`src/sv/vr_pkg.sv`:
```
// Shared constants, types and the arctangent table of the vector rotation block.
// Used by every module of the block; depends on nothing else.
package vr_pkg;

  localparam int COORD_WIDTH  = 16;
  localparam int STAGES       = 16;
  localparam int ANGLE_WIDTH  = 16;
  localparam int GUARD_BITS   = 16;
  localparam int ATAN_ENTRIES = 24;
  localparam int NUM_ROT      = (STAGES < ATAN_ENTRIES) ? STAGES : ATAN_ENTRIES;

  // Datapath word: coordinate plus guard bits plus headroom for CORDIC growth.
  localparam int DATA_W  = COORD_WIDTH + GUARD_BITS + 3;
  localparam int ZW      = 32;
  localparam int PX_W    = COORD_WIDTH + 1;
  localparam int GAIN_W  = 33;
  localparam int PROD_W  = PX_W + GAIN_W;
  localparam int RND_W   = DATA_W - GUARD_BITS;

  localparam logic signed [GAIN_W-1:0] INV_GAIN = 33'sh0_9B74_EDA8;

  localparam logic signed [COORD_WIDTH-1:0] COORD_MAX = {1'b0, {(COORD_WIDTH-1){1'b1}}};
  localparam logic signed [COORD_WIDTH-1:0] COORD_MIN = {1'b1, {(COORD_WIDTH-1){1'b0}}};

  localparam logic [ZW-1:0] ATAN_TABLE [ATAN_ENTRIES] = '{
    32'h20000000, 32'h12E4051E, 32'h09FB385B, 32'h051111D4,
    32'h028B0D43, 32'h0145D7E1, 32'h00A2F61E, 32'h00517C55,
    32'h0028BE53, 32'h00145F2F, 32'h000A2F98, 32'h000517CC,
    32'h00028BE6, 32'h000145F3, 32'h0000A2FA, 32'h0000517D,
    32'h000028BE, 32'h0000145F, 32'h00000A30, 32'h00000518,
    32'h0000028C, 32'h00000146, 32'h000000A3, 32'h00000051
  };

  typedef enum logic [1:0] {
    QUAD_0   = 2'd0,
    QUAD_90  = 2'd1,
    QUAD_180 = 2'd2,
    QUAD_270 = 2'd3
  } quad_t;

  typedef struct packed {
    logic                     valid;
    logic signed [DATA_W-1:0] cx;
    logic signed [DATA_W-1:0] cy;
    logic signed [ZW-1:0]     z;
  } rot_beat_t;

  typedef struct packed {
    logic signed [COORD_WIDTH-1:0] rot_x;
    logic signed [COORD_WIDTH-1:0] rot_y;
    logic                          clipped;
  } res_t;

endpackage

```
`src/sv/vr_output.sv`:
```
// Output end: rounding and saturation to the coordinate format, output register and skid stage.
// Uses vr_pkg; drives the pipeline enable for the stages in front of it.
module vr_output (
  input  logic                                  clk,
  input  logic                                  rst_n,
  input  vr_pkg::rot_beat_t                     rot_in,
  output logic                                  en,
  output logic                                  out_valid,
  input  logic                                  out_ready,
  output logic signed [vr_pkg::COORD_WIDTH-1:0] out_rot_x,
  output logic signed [vr_pkg::COORD_WIDTH-1:0] out_rot_y,
  output logic                                  out_clipped
);

  logic         out_valid_r, out_valid_nxt;
  logic         skid_valid_r, skid_valid_nxt;
  vr_pkg::res_t out_data_r, out_data_nxt;
  vr_pkg::res_t skid_data_r, skid_data_nxt;
  vr_pkg::res_t res_c;
  logic         take;
  logic [vr_pkg::COORD_WIDTH:0] sat_x, sat_y;

  function automatic logic [vr_pkg::COORD_WIDTH:0] round_sat(
    input logic [vr_pkg::DATA_W-1:0] v
  );
    logic [vr_pkg::DATA_W-1:0]                          rv;
    logic [vr_pkg::RND_W-1:0]                           sh;
    logic [vr_pkg::RND_W-vr_pkg::COORD_WIDTH:0]         top;
    logic [vr_pkg::COORD_WIDTH:0]                       res;
    rv  = v + vr_pkg::DATA_W'(1 << (vr_pkg::GUARD_BITS - 1));
    sh  = rv[vr_pkg::DATA_W-1:vr_pkg::GUARD_BITS];
    top = sh[vr_pkg::RND_W-1:vr_pkg::COORD_WIDTH-1];
    if ((&top) || !(|top)) begin
      res = {1'b0, sh[vr_pkg::COORD_WIDTH-1:0]};
    end else if (sh[vr_pkg::RND_W-1]) begin
      res = {1'b1, vr_pkg::COORD_MIN};
    end else begin
      res = {1'b1, vr_pkg::COORD_MAX};
    end
    return res;
  endfunction

  assign sat_x         = round_sat(rot_in.cx);
  assign sat_y         = round_sat(rot_in.cy);
  assign res_c.rot_x   = sat_x[vr_pkg::COORD_WIDTH-1:0];
  assign res_c.rot_y   = sat_y[vr_pkg::COORD_WIDTH-1:0];
  assign res_c.clipped = sat_x[vr_pkg::COORD_WIDTH] | sat_y[vr_pkg::COORD_WIDTH];

  assign take = rot_in.valid & ~skid_valid_r;

  // The skid stage holds a beat that arrived while the output register was stalled.
  always_comb begin
    out_valid_nxt  = out_valid_r;
    out_data_nxt   = out_data_r;
    skid_valid_nxt = skid_valid_r;
    skid_data_nxt  = skid_data_r;
    if (!out_valid_r || out_ready) begin
      if (skid_valid_r) begin
        out_valid_nxt  = 1'b1;
        out_data_nxt   = skid_data_r;
        skid_valid_nxt = 1'b0;
      end else begin
        out_valid_nxt = take;
        out_data_nxt  = res_c;
      end
    end else if (take) begin
      skid_valid_nxt = 1'b1;
      skid_data_nxt  = res_c;
    end
  end

  always_ff @(posedge clk) begin
    if (!rst_n) begin
      out_valid_r  <= 1'b0;
      skid_valid_r <= 1'b0;
    end else begin
      out_valid_r  <= out_valid_nxt;
      skid_valid_r <= skid_valid_nxt;
    end
  end

  always_ff @(posedge clk) begin
    out_data_r  <= out_data_nxt;
    skid_data_r <= skid_data_nxt;
  end

  assign en          = ~skid_valid_r;
  assign out_valid   = out_valid_r;
  assign out_rot_x   = out_data_r.rot_x;
  assign out_rot_y   = out_data_r.rot_y;
  assign out_clipped = out_data_r.clipped;

endmodule

```
`config.mk`:
```
export PLATFORM = sky130hd
export DESIGN_NAME = vr_output
export DESIGN_NICKNAME = d
export VERILOG_FILES = /design/src/sv/vr_pkg.sv /design/src/sv/vr_output.sv
export SDC_FILE = /design/constraint.sdc
export NUM_CORES = 1
export LEC_CHECK = 0
export BUFFER_PORTS_ARGS = -buffer_cell sky130_fd_sc_hd__buf_2
export CAP_MARGIN = 10
export CELL_PAD_IN_SITES_DETAIL_PLACEMENT = 1
export CELL_PAD_IN_SITES_GLOBAL_PLACEMENT = 1
export CORE_UTILIZATION = 40
export CTS_CLUSTER_DIAMETER = 120
export CTS_CLUSTER_SIZE = 16
export DETAILED_ROUTE_END_ITERATION = 10
export GPL_TIMING_DRIVEN = 0
export HOLD_SLACK_MARGIN = 0.05
export PLACE_DENSITY = 0.95
export SLEW_MARGIN = 20
export SYNTH_ARGS = -nofsm -noshare
export SYNTH_HDL_FRONTEND = slang
export SYNTH_SLANG_ARGS = --single-unit
```
`constraint.sdc`:
```
create_clock -name clk -period 7.6 [get_ports clk]
set_clock_uncertainty 0.1 [all_clocks]
set_input_delay 0.76 -clock clk [delete_from_list [all_inputs] [get_ports clk]]
set_output_delay 0.76 -clock clk [all_outputs]
set_load 0.02 [all_outputs]
```
==> Implementation_results.wiki <==
{| class="wikitable"
! Metric !! Value
|-
| Outcome || finished, final reports clean
|-
| Area share of fa/ha/maj cells after synthesis || 0.673%
|-
| HP Class || reg -> reg
|-
| Total CTS buffers || 9
|-
| Critical path launch point type || primary input
|-
| Leakage || 0.00170 uW
|-
| DRC violation count after routing || 0
|-
| Type of the setup path with the least slack || in -> reg
|-
| Count of instances resized after the clock tree is built || 0
|-
| Clock insertion delay at the later pin of the skew report || 0.35 ns
|-
| Worst slew margin relative to its limit || 58.8%
|-
| Maximum fanout along the worst path || 10
|-
| Summed instance area of the synthesized netlist || 3720 um^2
|-
| Count of flip-flops with a built-in enable after synthesis || 66
|-
| Clock root buffer || sky130_fd_sc_hd__clkbuf_8
|-
| Fin crit period || 2.91 ns
|-
| Final hold violation count || 0
|-
| GRT Residual Overflow || 0
|-
| Ranking of synthesized cells by instance count || 66 x sky130_fd_sc_hd__edfxtp_1, 39 x sky130_fd_sc_hd__nor2_1, 30 x sky130_fd_sc_hd__a2bb2oi_1
|-
| Total track usage || 21.7%
|-
| Post-detailed-route via-to-cell ratio || 5.63
|-
| Clock sink total || 68
|-
| Non-filler cells, final || 542
|-
| Average cell area after synthesis || 11.1 um^2
|-
| Total of flip-flops plus latches after synthesis || 68
|-
| Number of standard-cell rows in the floorplan || 34
|-
| Utilization after layout || 51.0%
|-
| Number of top-level pins || 141
|-
| Most used standard cell by instance count after synthesis || sky130_fd_sc_hd__edfxtp_1
|-
| Unrepaired setup endpoints after global routing || false
|-
| Slack of the worst reg-to-reg path || 5.77 ns
|-
| Fmax || 343 MHz
|-
| Mean routed wirelength per cell || 18.2 um
|-
| Clock tree from TritonCTS || yes
|-
| Number of distinct standard cells referenced by the synthesized netlist || 51
|-
| DR vias || 3053
|-
| Peak supply drop || 0.0869 mV
|-
| Ratio of final minimum period to clock period || 38.3%
|-
| Core Region || 8850 um^2
|-
| Post-Route WL || 9.85 mm
|-
| Die Span Y || 98.4 um
|-
| Share of the synthesized netlist area taken by xor and xnor gates || 7.27%
|-
| Worst setup EP type || flip-flop
|-
| Multiplexer fraction of the synthesized cell area || 0.572%
|-
| Share of post-route cells with drive strength above 1 || 28.3%
|-
| Required time at the endpoint of the critical path || 7.57 ns
|-
| Post-synthesis cell type with the largest combined area || sky130_fd_sc_hd__edfxtp_1
|-
| Number of routed nets with antenna violations || 0
|-
| Die Outline Area || 9690 um^2
|-
| Simple-Gate Fraction of Synth Area || 15.6%
|-
| Cell count after synthesis || 336
|-
| Min setup slack post-route || 4.69 ns
|-
| P per Cell Area || 205 nW/um^2
|-
| Dpl ws || 4.48 ns
|-
| Worst Tran Pin Value || 0.614 ns
|-
| Number of fill cells || 993
|-
| Post-Route Setup TNS || 0 ns
|-
| Nets in the synthesized netlist || 444
|-
| Area fraction of the dominant cell type after synthesis || 53.3%
|-
| Number of buffers inserted for hold repair after clock tree synthesis || 0
|-
| Via count of the first global-routing pass || 3253
|-
| CP arrival || 2.88 ns
|-
| Number of setup buffers added after CTS || 0
|-
| Starting utilization of the core area || 42.0%
|-
| Die Span X || 98.4 um
|-
| Tot Pwr || 927 uW
|-
| Number of failing setup endpoints in the final timing report || 0
|-
| # nets final || 537
|-
| Area growth, synth to finish || 21.4%
|-
| Number of antenna violations at the first check in global routing || 0
|-
| HPWL reported at the end of detailed placement || 7.37 mm
|-
| Wire length of the first global-routing pass || 16.6 mm
|-
| MaxCap Viol Count || 0
|-
| Fraction of the yosys area taken by sequential cells || 54.4%
|-
| Slew Limit Fails || 0
|-
| Count of input and output buffers || 78
|-
| Footprint of the flip-flops and latches || 2020 um^2
|-
| Leading cell types by total area after synthesis || sky130_fd_sc_hd__edfxtp_1 53%, sky130_fd_sc_hd__a2bb2oi_1 7.1%, sky130_fd_sc_hd__xnor2_1 4.2%
|-
| Dominant combinational cell family by area after synthesis || compound AO/OA/AOI/OAI gates
|-
| Detailed-router iteration count before antenna repair || 6
|-
| Number of warnings issued by yosys || 0
|-
| Maximum buffer depth of the clock tree || 2
|-
| Routability congestion estimate from global placement || 0.868
|-
| Placed Cells || 526
|-
| Number of antenna diodes || 0
|-
| Async SR Flop Fraction || 0%
|-
| Number of levels the H-tree was split into || 3
|-
| Reg clk slew, reported paths || 0.07 ns
|-
| Maximum number of pins on one net before global-route repair || 33
|-
| DRC marker count from the first detailed-route iteration || 144
|-
| Synth Area in Compound Gates || 18.6%
|-
| Post-synth top flop || sky130_fd_sc_hd__edfxtp_1
|-
| Area of combinational cells with multiple inputs || 1600 um^2
|}
==> cells by family (layout without fill, tap and decap cells) <==
group / Yosys count / after routing
adder cells (fa/ha/maj): 2 / 2
multiplexers: 2 / 2
AO/OA/AOI/OAI: 100 / 100
XOR/XNOR: 30 / 30
buffers and inverters: 23 / 121
AND/OR/NAND/NOR: 111 / 111
flip-flops: 68 / 68
==> metrics by stage <==
stage	area, um^2	hold slack [ns]
6_report	4510	0.466
3_3_place_gp	4250	0.432
4_1_cts	4510	0.468
2_1_floorplan	3720	0.398
5_1_grt	4510	0.492
3_5_place_dp	4300	0.425
==> state kept, by name (all words and copies together), names as in the netlist <==
| name | cells |
|---|---|
| out_valid | 1 |
| skid_data_r | 33 |
| out_rot_y | 16 |
| out_clipped | 1 |
| skid_valid_r | 1 |
| out_rot_x | 16 |
==> per-layer routing <==
metal / global-route usage [%] / vias to the layer above / share of wire, %
li1: - / 1454 / -
met1: 28.9 / 1487 / 44
met2: 35.5 / 91 / 50
met3: 3.12 / 21 / 4.0
met4: 9.76 / 0 / 2.2
met5: 0 / - / 0
==> path summary, 6_finish.rpt <==
| kind | startpoint | end | cells after the start |
|---|---|---|---|
| max | rot_in[49] | out_clipped$_DFFE_PP_ | 8 |
| min | skid_data_r[17]$_DFFE_PP_ | out_rot_x[0]$_DFFE_PP_ | 2 |
| max reg2reg | skid_valid_r$_SDFFE_PP0P_ | skid_data_r[1]$_DFFE_PP_ | 4 |
| min reg2reg | skid_data_r[17]$_DFFE_PP_ | out_rot_x[0]$_DFFE_PP_ | 2 |
==> layout make-up <==
class                      count  share of cell area [%]
buffer                        17                    1.91
inverter                       6                   0.499
timing repair buffer          82                    9.67
multi-input combinational    245                    35.4
tap                          108                    2.99
sequential                    68                    44.8
clock buffer                   9                    2.74
clock inverter                 7                    2.02
==> cells in the final DEF, fill, tap and decap left out, types with 3 or more instances in the layout <==
cell type / synthesis / layout
sky130_fd_sc_hd__nand2_1: 24 / 24
sky130_fd_sc_hd__o21ai_0: 15 / 15
sky130_fd_sc_hd__clkbuf_1: 7 / 7
sky130_fd_sc_hd__and3_1: 4 / 4
sky130_fd_sc_hd__o21bai_1: 15 / 15
sky130_fd_sc_hd__a21oi_1: 28 / 28
sky130_fd_sc_hd__xnor2_1: 18 / 18
sky130_fd_sc_hd__xor2_1: 11 / 11
sky130_fd_sc_hd__clkbuf_8: 0 / 9
sky130_fd_sc_hd__nor3_1: 3 / 3
sky130_fd_sc_hd__nor2_1: 39 / 39
sky130_fd_sc_hd__buf_2: 6 / 84
sky130_fd_sc_hd__nand4_1: 7 / 7
sky130_fd_sc_hd__nand3_1: 14 / 14
sky130_fd_sc_hd__buf_4: 2 / 4
sky130_fd_sc_hd__a2bb2oi_1: 30 / 30
sky130_fd_sc_hd__edfxtp_1: 66 / 66
sky130_fd_sc_hd__inv_1: 5 / 5
==> where the power goes <==
part / internal (uW) / switching (uW) / leakage, uW / total, uW
logic: 53.9 / 98.7 / 0.000946 / 153
registers: 440 / 5.64 / 0.000646 / 445
clock network: 183 / 145 / 0.000111 / 329
total: 677 / 250 / 0.00170 / 927
==> worst max-delay path, stage by stage <==
cell and delay, ns:
sky130_fd_sc_hd__buf_2 0.13, sky130_fd_sc_hd__nand3_1 0.25, sky130_fd_sc_hd__nor2_1 0.44, sky130_fd_sc_hd__nand3_1 0.19, sky130_fd_sc_hd__xor2_1 0.39, sky130_fd_sc_hd__buf_2 0.27
sky130_fd_sc_hd__a2bb2oi_1 0.28, sky130_fd_sc_hd__a32oi_1 0.17
No activity file was read; power rests on OpenSTA's default activity.
