### src/sv/vr_pkg.sv
// Shared constants, types and the arctangent table of the vector rotation block.
// Used by every module of the block; depends on nothing else.
package vr_pkg;

  localparam int COORD_WIDTH  = 16;
  localparam int STAGES       = 16;
  localparam int ANGLE_WIDTH  = 16;
  localparam int GUARD_BITS   = 16;
  localparam int ATAN_ENTRIES = 24;
  localparam int NUM_ROT      = (STAGES < ATAN_ENTRIES) ? STAGES : ATAN_ENTRIES;

  // Datapath word: coordinate plus guard bits plus headroom for CORDIC growth.
  localparam int DATA_W  = COORD_WIDTH + GUARD_BITS + 3;
  localparam int ZW      = 32;
  localparam int PX_W    = COORD_WIDTH + 1;
  localparam int GAIN_W  = 33;
  localparam int PROD_W  = PX_W + GAIN_W;
  localparam int RND_W   = DATA_W - GUARD_BITS;

  localparam logic signed [GAIN_W-1:0] INV_GAIN = 33'sh0_9B74_EDA8;

  localparam logic signed [COORD_WIDTH-1:0] COORD_MAX = {1'b0, {(COORD_WIDTH-1){1'b1}}};
  localparam logic signed [COORD_WIDTH-1:0] COORD_MIN = {1'b1, {(COORD_WIDTH-1){1'b0}}};

  localparam logic [ZW-1:0] ATAN_TABLE [ATAN_ENTRIES] = '{
    32'h20000000, 32'h12E4051E, 32'h09FB385B, 32'h051111D4,
    32'h028B0D43, 32'h0145D7E1, 32'h00A2F61E, 32'h00517C55,
    32'h0028BE53, 32'h00145F2F, 32'h000A2F98, 32'h000517CC,
    32'h00028BE6, 32'h000145F3, 32'h0000A2FA, 32'h0000517D,
    32'h000028BE, 32'h0000145F, 32'h00000A30, 32'h00000518,
    32'h0000028C, 32'h00000146, 32'h000000A3, 32'h00000051
  };

  typedef enum logic [1:0] {
    QUAD_0   = 2'd0,
    QUAD_90  = 2'd1,
    QUAD_180 = 2'd2,
    QUAD_270 = 2'd3
  } quad_t;

  typedef struct packed {
    logic                     valid;
    logic signed [DATA_W-1:0] cx;
    logic signed [DATA_W-1:0] cy;
    logic signed [ZW-1:0]     z;
  } rot_beat_t;

  typedef struct packed {
    logic signed [COORD_WIDTH-1:0] rot_x;
    logic signed [COORD_WIDTH-1:0] rot_y;
    logic                          clipped;
  } res_t;

endpackage

### src/sv/vr_prescale.sv
// Front end: quarter-turn folding of the vector and angle, then inverse-gain scaling.
// Two register stages; uses vr_pkg.
module vr_prescale (
  input  logic                                  clk,
  input  logic                                  rst_n,
  input  logic                                  en,
  input  logic                                  in_valid,
  input  logic signed [vr_pkg::COORD_WIDTH-1:0] in_vec_x,
  input  logic signed [vr_pkg::COORD_WIDTH-1:0] in_vec_y,
  input  logic        [vr_pkg::ANGLE_WIDTH-1:0] in_turn_angle,
  output vr_pkg::rot_beat_t                     rot_out
);

  logic                              a_valid_r;
  logic signed [vr_pkg::PX_W-1:0]    a_px_r, a_px_nxt;
  logic signed [vr_pkg::PX_W-1:0]    a_py_r, a_py_nxt;
  logic signed [vr_pkg::ZW-1:0]      a_z_r, a_z_nxt;
  vr_pkg::rot_beat_t                 b_r, b_nxt;

  logic        [vr_pkg::ANGLE_WIDTH-1:0] ang_bias;
  logic        [vr_pkg::ANGLE_WIDTH-1:0] resid;
  vr_pkg::quad_t                         quad;
  logic signed [vr_pkg::PX_W-1:0]        ex, ey;
  logic signed [vr_pkg::PROD_W-1:0]      prod_x, prod_y, rnd_x, rnd_y;

  assign ang_bias = in_turn_angle + vr_pkg::ANGLE_WIDTH'(16'h2000);
  assign quad     = vr_pkg::quad_t'(ang_bias[vr_pkg::ANGLE_WIDTH-1 -: 2]);
  assign resid    = in_turn_angle - {ang_bias[vr_pkg::ANGLE_WIDTH-1 -: 2],
                                     {(vr_pkg::ANGLE_WIDTH-2){1'b0}}};
  assign ex       = vr_pkg::PX_W'(in_vec_x);
  assign ey       = vr_pkg::PX_W'(in_vec_y);

  always_comb begin
    a_z_nxt = {resid, {(vr_pkg::ZW-vr_pkg::ANGLE_WIDTH){1'b0}}};
    case (quad)
      vr_pkg::QUAD_90: begin
        a_px_nxt = -ey;
        a_py_nxt = ex;
      end
      vr_pkg::QUAD_180: begin
        a_px_nxt = -ex;
        a_py_nxt = -ey;
      end
      vr_pkg::QUAD_270: begin
        a_px_nxt = ey;
        a_py_nxt = -ex;
      end
      default: begin
        a_px_nxt = ex;
        a_py_nxt = ey;
      end
    endcase
  end

  assign prod_x = vr_pkg::PROD_W'(a_px_r) * vr_pkg::PROD_W'(vr_pkg::INV_GAIN);
  assign prod_y = vr_pkg::PROD_W'(a_py_r) * vr_pkg::PROD_W'(vr_pkg::INV_GAIN);
  assign rnd_x  = prod_x + vr_pkg::PROD_W'(1 << (vr_pkg::GUARD_BITS - 1));
  assign rnd_y  = prod_y + vr_pkg::PROD_W'(1 << (vr_pkg::GUARD_BITS - 1));

  always_comb begin
    b_nxt.valid = a_valid_r;
    b_nxt.cx    = vr_pkg::DATA_W'(rnd_x >>> vr_pkg::GUARD_BITS);
    b_nxt.cy    = vr_pkg::DATA_W'(rnd_y >>> vr_pkg::GUARD_BITS);
    b_nxt.z     = a_z_r;
  end

  always_ff @(posedge clk) begin
    if (!rst_n) begin
      a_valid_r <= 1'b0;
      a_px_r    <= '0;
      a_py_r    <= '0;
      a_z_r     <= '0;
      b_r       <= '0;
    end else if (en) begin
      a_valid_r <= in_valid;
      a_px_r    <= a_px_nxt;
      a_py_r    <= a_py_nxt;
      a_z_r     <= a_z_nxt;
      b_r       <= b_nxt;
    end
  end

  assign rot_out = b_r;

endmodule

### config.mk
export PLATFORM = sky130hd
export DESIGN_NAME = vr_prescale
export DESIGN_NICKNAME = d
export VERILOG_FILES = /design/src/sv/vr_pkg.sv /design/src/sv/vr_prescale.sv
export SDC_FILE = /design/constraint.sdc
export NUM_CORES = 1
export LEC_CHECK = 0
export BUFFER_PORTS_ARGS = -buffer_cell sky130_fd_sc_hd__buf_2
export CORE_ASPECT_RATIO = 1.5
export CORE_MARGIN = 1.5
export CORE_UTILIZATION = 60
export CTS_CLUSTER_SIZE = 14
export DETAILED_ROUTE_END_ITERATION = 10
export PLACE_DENSITY_LB_ADDON = 0.1
export SYNTH_ARGS = -nofsm -noshare
export SYNTH_HDL_FRONTEND = slang
export SYNTH_SLANG_ARGS = --single-unit
### constraint.sdc
create_clock -name clk -period 8.55 [get_ports clk]
set_input_delay 2.1375 -clock clk [delete_from_list [all_inputs] [get_ports clk]]
set_output_delay 2.1375 -clock clk [all_outputs]
set_load 0.005 [all_outputs]
==> impl_metrics.csv, run 1 <==
group,metric,value,unit
yosys,ys_seq_area_share,10.7,%
yosys,ys_top_cells_by_count,"inv_1, fa_1, ha_1",
clock_network,cts.path.max_buffers,2,
timing,fin_setup_tns,0,ps
clock_network,cts_root_buffer,"clkbuf_16",
clock_network,hold_buffers,0,
yosys,synthesis.area,25600,sq um
timing,fmax,0.122,GHz
yosys,async_flop_share,0,%
timing,drv_slew,0,
timing,whs,484,ps
timing,rsz0062_at_grt,"false",
yosys,yosysWarnings,0,
clock_network,tritoncts.num_buffers,17,
worst_setup_path,crit_arrival,8460,ps
run_status,status,"finished clean",
yosys,postSynthCellCount,2855,
route,drtAntennaViolNets,0,
grt,grt.overflow.total,0,
place,port_buffers,138,
route,routed_wl,77.6,mm
grt,grt_pass1_wl,119,mm
floorplanning,start_util,60.8,%
worst_setup_path,required,8840,ps
yosys,synth_top_cell_area_share,29.3,%
timing,relSlewSlack,15.4,%
worst_setup_path,critPathMaxFanout,9,
route,drtPass1Iterations,6,
clock_network,worstSkewPairLatency,450,ps
clock_network,cts.clk_slew.worst_paths,70,ps
yosys,yosysTopAreaCell,"fa_1",
yosys,synthFlopType,"dfxtp_1",
yosys,syn_area_per_cell,8.95,sq um
final_layout,area_growth,6.63,%
yosys,ys_types,94,
worst_setup_path,ff2ff_setup_slack,390,ps
worst_setup_path,reg2regPathDepth,21,
run,drv_cap,0,
grt,grt_usage,36.7,%
clock_network,cts_resized,0,
floorplanning,die-area,43900,sq um
yosys,synthMostInstantiatedCell,"inv_1",
timing,min_period,8160,ps
worst_setup_path,end_kind,"flop",
yosys,synth_area_leaders,"fa_1, ha_1, dfxtp_1",
floorplanning,dieWidth,172,um
worst_setup_path,path_class,"flop to flop",
route,detail_route.vias_per_cell,5.79,
yosys,ys_ff_latch,136,
route,wl_per_cell,22.1,um
clock_network,cts_tree,"built",
timing,worstMarginPinSlew,1260,ps
clock_network,post_cts_buffers,0,
floorplanning,num_rows,92,
timing,finalCritPeriodShare,95.5,%
place,place_hpwl,66.5,mm
route,via_count,20300,
clock_network,cts.sinks,136,
timing,hold_viol,0,
route,drc,0,
place,gp_congestion,1.02,
final_layout,fin_cells,3513,
final_layout,drive_above_1_share,8.38,%
worst_setup_path,crit_path_start_kind,"flop",
min_path,hold_depth,2,
min_path,hold_path.class,"flop to flop",
timing,setup_viol,0,
floorplanning,coreArea,42000,sq um
yosys,synth-edff-count,0,
route,first_iter_violations,1088,
grt,grt_pass1_vias,21500,
place,dp.cells,3478,
floorplanning,ioPinCount,155,
grt,grt_max_degree,125,
grt,grt_antenna_before_repair,3,
timing,fin_skew,22.1,ps
final_layout,final_nets,3701,
floorplanning,die_h,256,um
clock_network,ctsHtreeMaxLevel,4,
==> state kept, by name (all words and copies together), names as in the netlist <==
signal and count:
a_px_r 17, rot_out 85, a_py_r 17, a_valid_r 1, a_z_r 16
==> critical path, stage by stage (launching register included) <==
cell      delay [ps]
dfxtp_1          690
inv_1            100
ha_1             350
inv_1            150
fa_1             620
fa_1             450
fa_1             480
fa_1             520
fa_1             490
ha_1             670
nand2_1          190
o21ai_1          300
a211o_2          210
a31oi_4          150
xnor2_1          500
nand4_1          290
nand4b_1         360
nor4_1           290
nor4b_2          660
nand3_1          200
xnor2_1          250
a21oi_1          100
==> path summary, 6_finish.rpt <==
| kind | to | start |
|---|---|---|
| max | rot_out[95] | a_px_r[6] |
| min | rot_out[45] | rot_out[45] |
| max reg2reg | rot_out[95] | a_px_r[6] |
| min reg2reg | rot_out[45] | rot_out[45] |
==> metal layers <==
| layer | track usage (%) | vias up | part of all wire (%) |
|---|---|---|---|
| li1 | - | 9414 | - |
| met1 | 34.4 | 10000 | 32 |
| met2 | 69.3 | 611 | 55 |
| met3 | 4.72 | 283 | 3.5 |
| met4 | 29.6 | 0 | 9.5 |
| met5 | 0 | - | 0 |
==> placed cells by master (no fill, tap or decap), types with 8 or more instances in the layout <==
cell,instances
a211oi_1,57
a21o_1,40
a21oi_1,117
a221oi_1,8
a311oi_1,8
and2_1,19
and3_1,13
and4_1,8
buf_2,137
clkbuf_16,17
conb_1,16
dfxtp_1,136
fa_1,374
ha_1,341
inv_1,610
mux2i_1,79
nand2_1,141
nand2b_1,10
nand3_1,38
nand4_1,30
nor2_1,233
nor2b_1,8
nor3_1,29
nor4_1,17
o211ai_1,15
o21a_1,11
o21ai_0,73
o21ai_1,10
o21bai_1,13
o31ai_1,8
or2_2,10
or3_1,18
or4_1,9
xnor2_1,82
xor2_1,69
==> cells by family (layout without fill, tap and decap cells) <==
group,after synthesis,count (layout),share of synthesized area (%)
AOI/OAI and AO/OA,416,416,10.9
xor gates and xnor gates,154,154,5.34
adders and majority gates,716,716,46.0
buffers and inverters,713,789,10.9
DFF,136,136,10.7
muxes,84,84,3.40
other,1,19,0.0147
and+or+nand+nor,635,635,12.7
==> layout make-up <==
| class | instances | area, sq um |
|---|---|---|
| diodes | 3 | 7.51 |
| clock buffers | 17 | 425 |
| clock inverters | 15 | 226 |
| fillers | 3644 | 14800 |
| inverters | 612 | 2300 |
| multi-input cells | 2021 | 20100 |
| flip-flops and latches | 136 | 2720 |
| well taps | 564 | 706 |
| repair buffers | 145 | 752 |
==> metrics by stage <==
| stage | worst slack [ps] | utilization, % | cell area, sq um |
|---|---|---|---|
| floorplan | 1460 | - | 25600 |
| global placement | 720 | 63.3 | 26600 |
| detailed placement | 667 | 63.3 | 26600 |
| CTS | 609 | 64.8 | 27200 |
| global route | 89.7 | 64.9 | 27300 |
| finish | 386 | 64.9 | 27300 |
Power of run 1 is left out: the tool's default activity adds up to more than one toggle a clock period on the data nets, which glitch-free logic cannot reach.
==> run 2: changes to the inputs <==
- GPL_TIMING_DRIVEN: not set -> 0
==> impl_metrics.csv, run 2 (synthesized netlist as in run 1, its figures left out) <==
group,metric,value,unit
run_status,status,"finished clean",
clock_network,hold_buffers,0,
clock_network,cts_tree,"built",
grt,grt_usage,38.5,%
timing,finalCritPeriodShare,96.9,%
route,via_count,20900,
route,detail_route.vias_per_cell,5.79,
run,drv_cap,0,
floorplanning,die_h,256,um
timing,drv_slew,0,
worst_setup_path,startpoint,"a_py_r[5]",
place,place_hpwl,71.1,mm
final_layout,area_growth,8.32,%
route,routed_wl,82.0,mm
worst_setup_path,required,8890,ps
clock_network,cts.sinks,136,
worst_setup_path,crit_path_start_kind,"flop",
final_layout,final_nets,3793,
floorplanning,coreArea,42000,sq um
min_path,hold_depth,2,
worst_setup_path,r2r_start,"a_py_r[5]",
worst_setup_path,ff2ff_setup_slack,260,ps
route,wl_per_cell,22.8,um
route,drc,0,
timing,setup_viol,0,
timing,fmax,0.121,GHz
grt,grt.overflow.total,0,
route,drtPass1Iterations,5,
worst_setup_path,path_class,"flop to flop",
min_path,worstHoldStart,"rot_out[63]",
route,first_iter_violations,1169,
clock_network,cts.path.max_buffers,2,
timing,fin_setup_tns,0,ps
floorplanning,num_rows,92,
worst_setup_path,regToRegEndpoint,"rot_out[65]",
floorplanning,die-area,43900,sq um
route,drtAntennaViolNets,0,
grt,grt_max_degree,17,
timing,relSlewSlack,30.9,%
final_layout,largest_reg_flops,85,
clock_network,post_cts_buffers,0,
floorplanning,ioPinCount,155,
clock_network,cts_resized,0,
timing,hold_viol,0,
timing,fin_skew,19.5,ps
place,gp_congestion,1.04,
clock_network,cts.clk_slew.worst_paths,70,ps
worst_setup_path,reg2regPathDepth,26,
final_layout,drive_above_1_share,9.22,%
min_path,min_to,"rot_out[63]",
final_layout,layout_common_cells,"inv_1, fa_1, ha_1",
floorplanning,dieWidth,172,um
grt,grt_pass1_vias,22400,
clock_network,tritoncts.num_buffers,17,
grt,grt_antenna_before_repair,4,
grt,grt_pass1_wl,125,mm
clock_network,ctsHtreeMaxLevel,4,
floorplanning,start_util,60.8,%
timing,rsz0062_at_grt,"false",
clock_network,cts_root_buffer,"clkbuf_16",
final_layout,final_common_cell,"inv_1",
clock_network,worstSkewPairLatency,450,ps
timing,min_period,8290,ps
worst_setup_path,crit_arrival,8630,ps
min_path,hold_path.class,"flop to flop",
timing,worstMarginPinSlew,1040,ps
worst_setup_path,critPathMaxFanout,7,
worst_setup_path,end_kind,"flop",
place,port_buffers,136,
[run 2: cell types whose count changed in the layout (fill, tap and decap cells not counted), sizes merged]
| cell | previous run | this run |
|---|---|---|
| clkinv | 4 | 2 |
| bufinv | 3 | 5 |
| clkbuf | 18 | 75 |
| buf | 144 | 179 |
| inv | 619 | 617 |
[run 2: through the flow]
stage / cell area, sq um / hold WS (ps) / setup WS (ps) / instances / util [%]
2_1_floorplan: 25600 / 459 / 1460 / 2870 / -
3_3_place_gp: 27000 / 456 / 338 / 3570 / 64.3
3_5_place_dp: 27000 / 467 / 210 / 3570 / 64.3
4_1_cts: 27600 / 476 / 156 / 3600 / 65.8
5_1_grt: 27700 / 507 / 8.12 / 3600 / 65.9
6_report: 27700 / 475 / 261 / 3603 / 65.9
[run 2: per-layer routing]
layer	part of all wire, %	vias up	global-route usage [%]
met5	0.011	-	0
met4	11	2	36.9
li1	-	9586	-
met3	3.8	358	5.77
met1	31	10200	35.0
met2	54	699	70.8
[run 2: area by class of cell]
class | count | area [sq um]
diodes | 3 | 7.51
plain buffers | 101 | 490
well taps | 564 | 706
inverters | 612 | 2300
repair buffers | 136 | 681
fillers | 3609 | 14300
clock inverters | 13 | 218
clock buffers | 17 | 425
flip-flops and latches | 136 | 2730
multi-input cells | 2021 | 20100
[run 2: how the worst max path moves through the flow]
stage,depth (start not counted),slack [ps],to
6_report,26,260,rot_out[65]
3_3_place_gp,26,340,rot_out[65]
2_1_floorplan,26,1460,rot_out[65]
4_1_cts,24,160,rot_out[65]
3_5_place_dp,26,210,rot_out[65]
5_1_grt,26,8,rot_out[65]
[run 2: worst max-delay path: stages, from the launching register on]
cell and delay, ps:
dfxtp_1 610, ha_1 370, inv_1 200, fa_1 560, fa_1 510, fa_1 550, inv_1 50, fa_1 480
inv_1 50, fa_1 620, inv_1 80, ha_1 270, buf_2 180, and2_1 170, buf_4 160, and3_1 200
a221oi_1 330, xnor2_1 360, nand3_1 320, nor4_2 400, and4_1 240, buf_4 150, nand4_2 250, a2111oi_2 400
xor2_1 130, or3_1 330, a41o_1 230
Power of run 2 is left out for the same reason.
==> run 3: changes to the inputs <==
- CELL_PAD_IN_SITES_DETAIL_PLACEMENT: not set -> 1
- CELL_PAD_IN_SITES_GLOBAL_PLACEMENT: not set -> 1
- CORE_UTILIZATION: 60 -> 45
- clock period: 8.55 -> 6.65 ns (I/O delays scaled with it)
==> impl_metrics.csv, run 3 (synthesized netlist as in run 1, its figures left out) <==
group,metric,value,unit
timing,relSlewSlack,7.28,%
floorplanning,die-area,58300,sq um
floorplanning,die_h,295,um
timing,fmax,0.136,GHz
timing,fin_skew,14.8,ps
floorplanning,coreArea,56000,sq um
clock_network,cts_tree,"built",
run_status,status,"complete, but fails checks",
timing,finalCritPeriodShare,111,%
clock_network,cts_root_buffer,"clkbuf_16",
route,wl_per_cell,25.5,um
clock_network,worstSkewPairLatency,450,ps
clock_network,cts.clk_slew.worst_paths,70,ps
worst_setup_path,critPathMaxFanout,6,
grt,grt_antenna_before_repair,10,
floorplanning,ioPinCount,155,
timing,min_period,7370,ps
clock_network,cts.sinks,136,
final_layout,final_common_cell,"inv_1",
worst_setup_path,required,6990,ps
timing,worstMarginPinSlew,1390,ps
worst_setup_path,crit_path_start_kind,"flop",
grt,grt.overflow.total,0,
clock_network,tritoncts.num_buffers,17,
min_path,hold_path.class,"flop to flop",
timing,rsz0062_at_grt,"true",
place,dp.cells,3763,
route,first_iter_violations,695,
final_layout,area_growth,24.4,%
run_status,violations,"setup timing",
route,detail_route.vias_per_cell,5.50,
clock_network,ctsHtreeMaxLevel,4,
route,drtAntennaViolNets,0,
final_layout,final_core_util,56.8,%
floorplanning,num_rows,106,
worst_setup_path,cp_slowest_stage_delay,620,ps
final_layout,layout_common_cells,"inv_1, fa_1, ha_1",
timing,fin_setup_tns,-13640,ps
grt,grt_pass1_vias,24800,
timing,drv_slew,0,
timing,setup_viol,32,
worst_setup_path,startpoint,"a_py_r[5]",
min_path,worstHoldStart,"rot_out[35]",
worst_setup_path,reg2regPathDepth,27,
place,dp_slack,-2240,ps
grt,grt_pass1_wl,149,mm
grt,grt_usage,35.1,%
worst_setup_path,cpMaxStageDelayCell,"fa_2",
route,drc,0,
worst_setup_path,crit_arrival,7710,ps
final_layout,final_nets,3992,
floorplanning,dieWidth,198,um
floorplanning,start_util,45.7,%
timing,hold_viol,0,
run,drv_cap,0,
route,drtPass1Iterations,6,
grt,grt_max_degree,17,
place,port_buffers,136,
worst_setup_path,r2r_start,"a_py_r[5]",
place,gp_congestion,0.994,
route,via_count,22000,
timing,fin_ws,-715,ps
place,place_hpwl,83.7,mm
clock_network,cts.path.max_buffers,2,
min_path,hold_depth,2,
final_layout,fin_cells,3995,
worst_setup_path,end_kind,"flop",
final_layout,largest_reg_flops,85,
worst_setup_path,path_class,"flop to flop",
route,routed_wl,102,mm
final_layout,drive_above_1_share,25.4,%
==> run 3: routing by layer <==
layer / vias to the layer above / track usage, % / part of all wire (%)
met2: 473 / 69.4 / 56
met1: 11200 / 31.0 / 31
met5: - / 0 / 0.093
met3: 330 / 3.99 / 2.6
met4: 14 / 29.6 / 10
li1: 9962 / - / -
==> run 3: area by class of cell <==
class / count / area, sq um
clock inverters: 13 / 183
clock buffers: 18 / 439
diodes: 3 / 7.51
fillers: 6442 / 24200
flip-flops and latches: 136 / 2840
plain buffers: 92 / 509
multi-input cells: 2021 / 22200
well taps: 756 / 946
repair buffers: 344 / 2360
inverters: 612 / 2310
==> run 3: repair_timing <==
action	CTS	global route
setup endpoints to repair	52	48
pin swaps	136	138
buffers inserted	134	78
gates resized for setup	295	172
hold buffers	0	0
cloned	0	0
endpoints found under the hold margin	0	0
==> run 3: per-stage QoR <==
stage | cell area [sq um] | hold WS [ps]
CTS | 30500 | 489
floorplan | 25900 | 459
detailed placement | 27600 | 479
global route | 31800 | 511
global placement | 27600 | 460
finish | 31800 | 483
==> run 3: worst max-delay path: cells and delay by family, from the launching register on <==
family | cells | cell delay, ps
xor gates and xnor gates | 1 | 150
and+or+nand+nor | 7 | 1390
adders and majority gates | 7 | 3580
buffers and inverters | 8 | 870
DFF | 1 | 390
AOI/OAI and AO/OA | 4 | 860
==> run 3: worst paths after layout <==
kind            endpoint  slack [ps]
max reg2reg  rot_out[65]        -720
min          rot_out[35]         480
max          rot_out[65]        -720
min reg2reg  rot_out[35]         480
Power of run 3 is left out for the same reason.
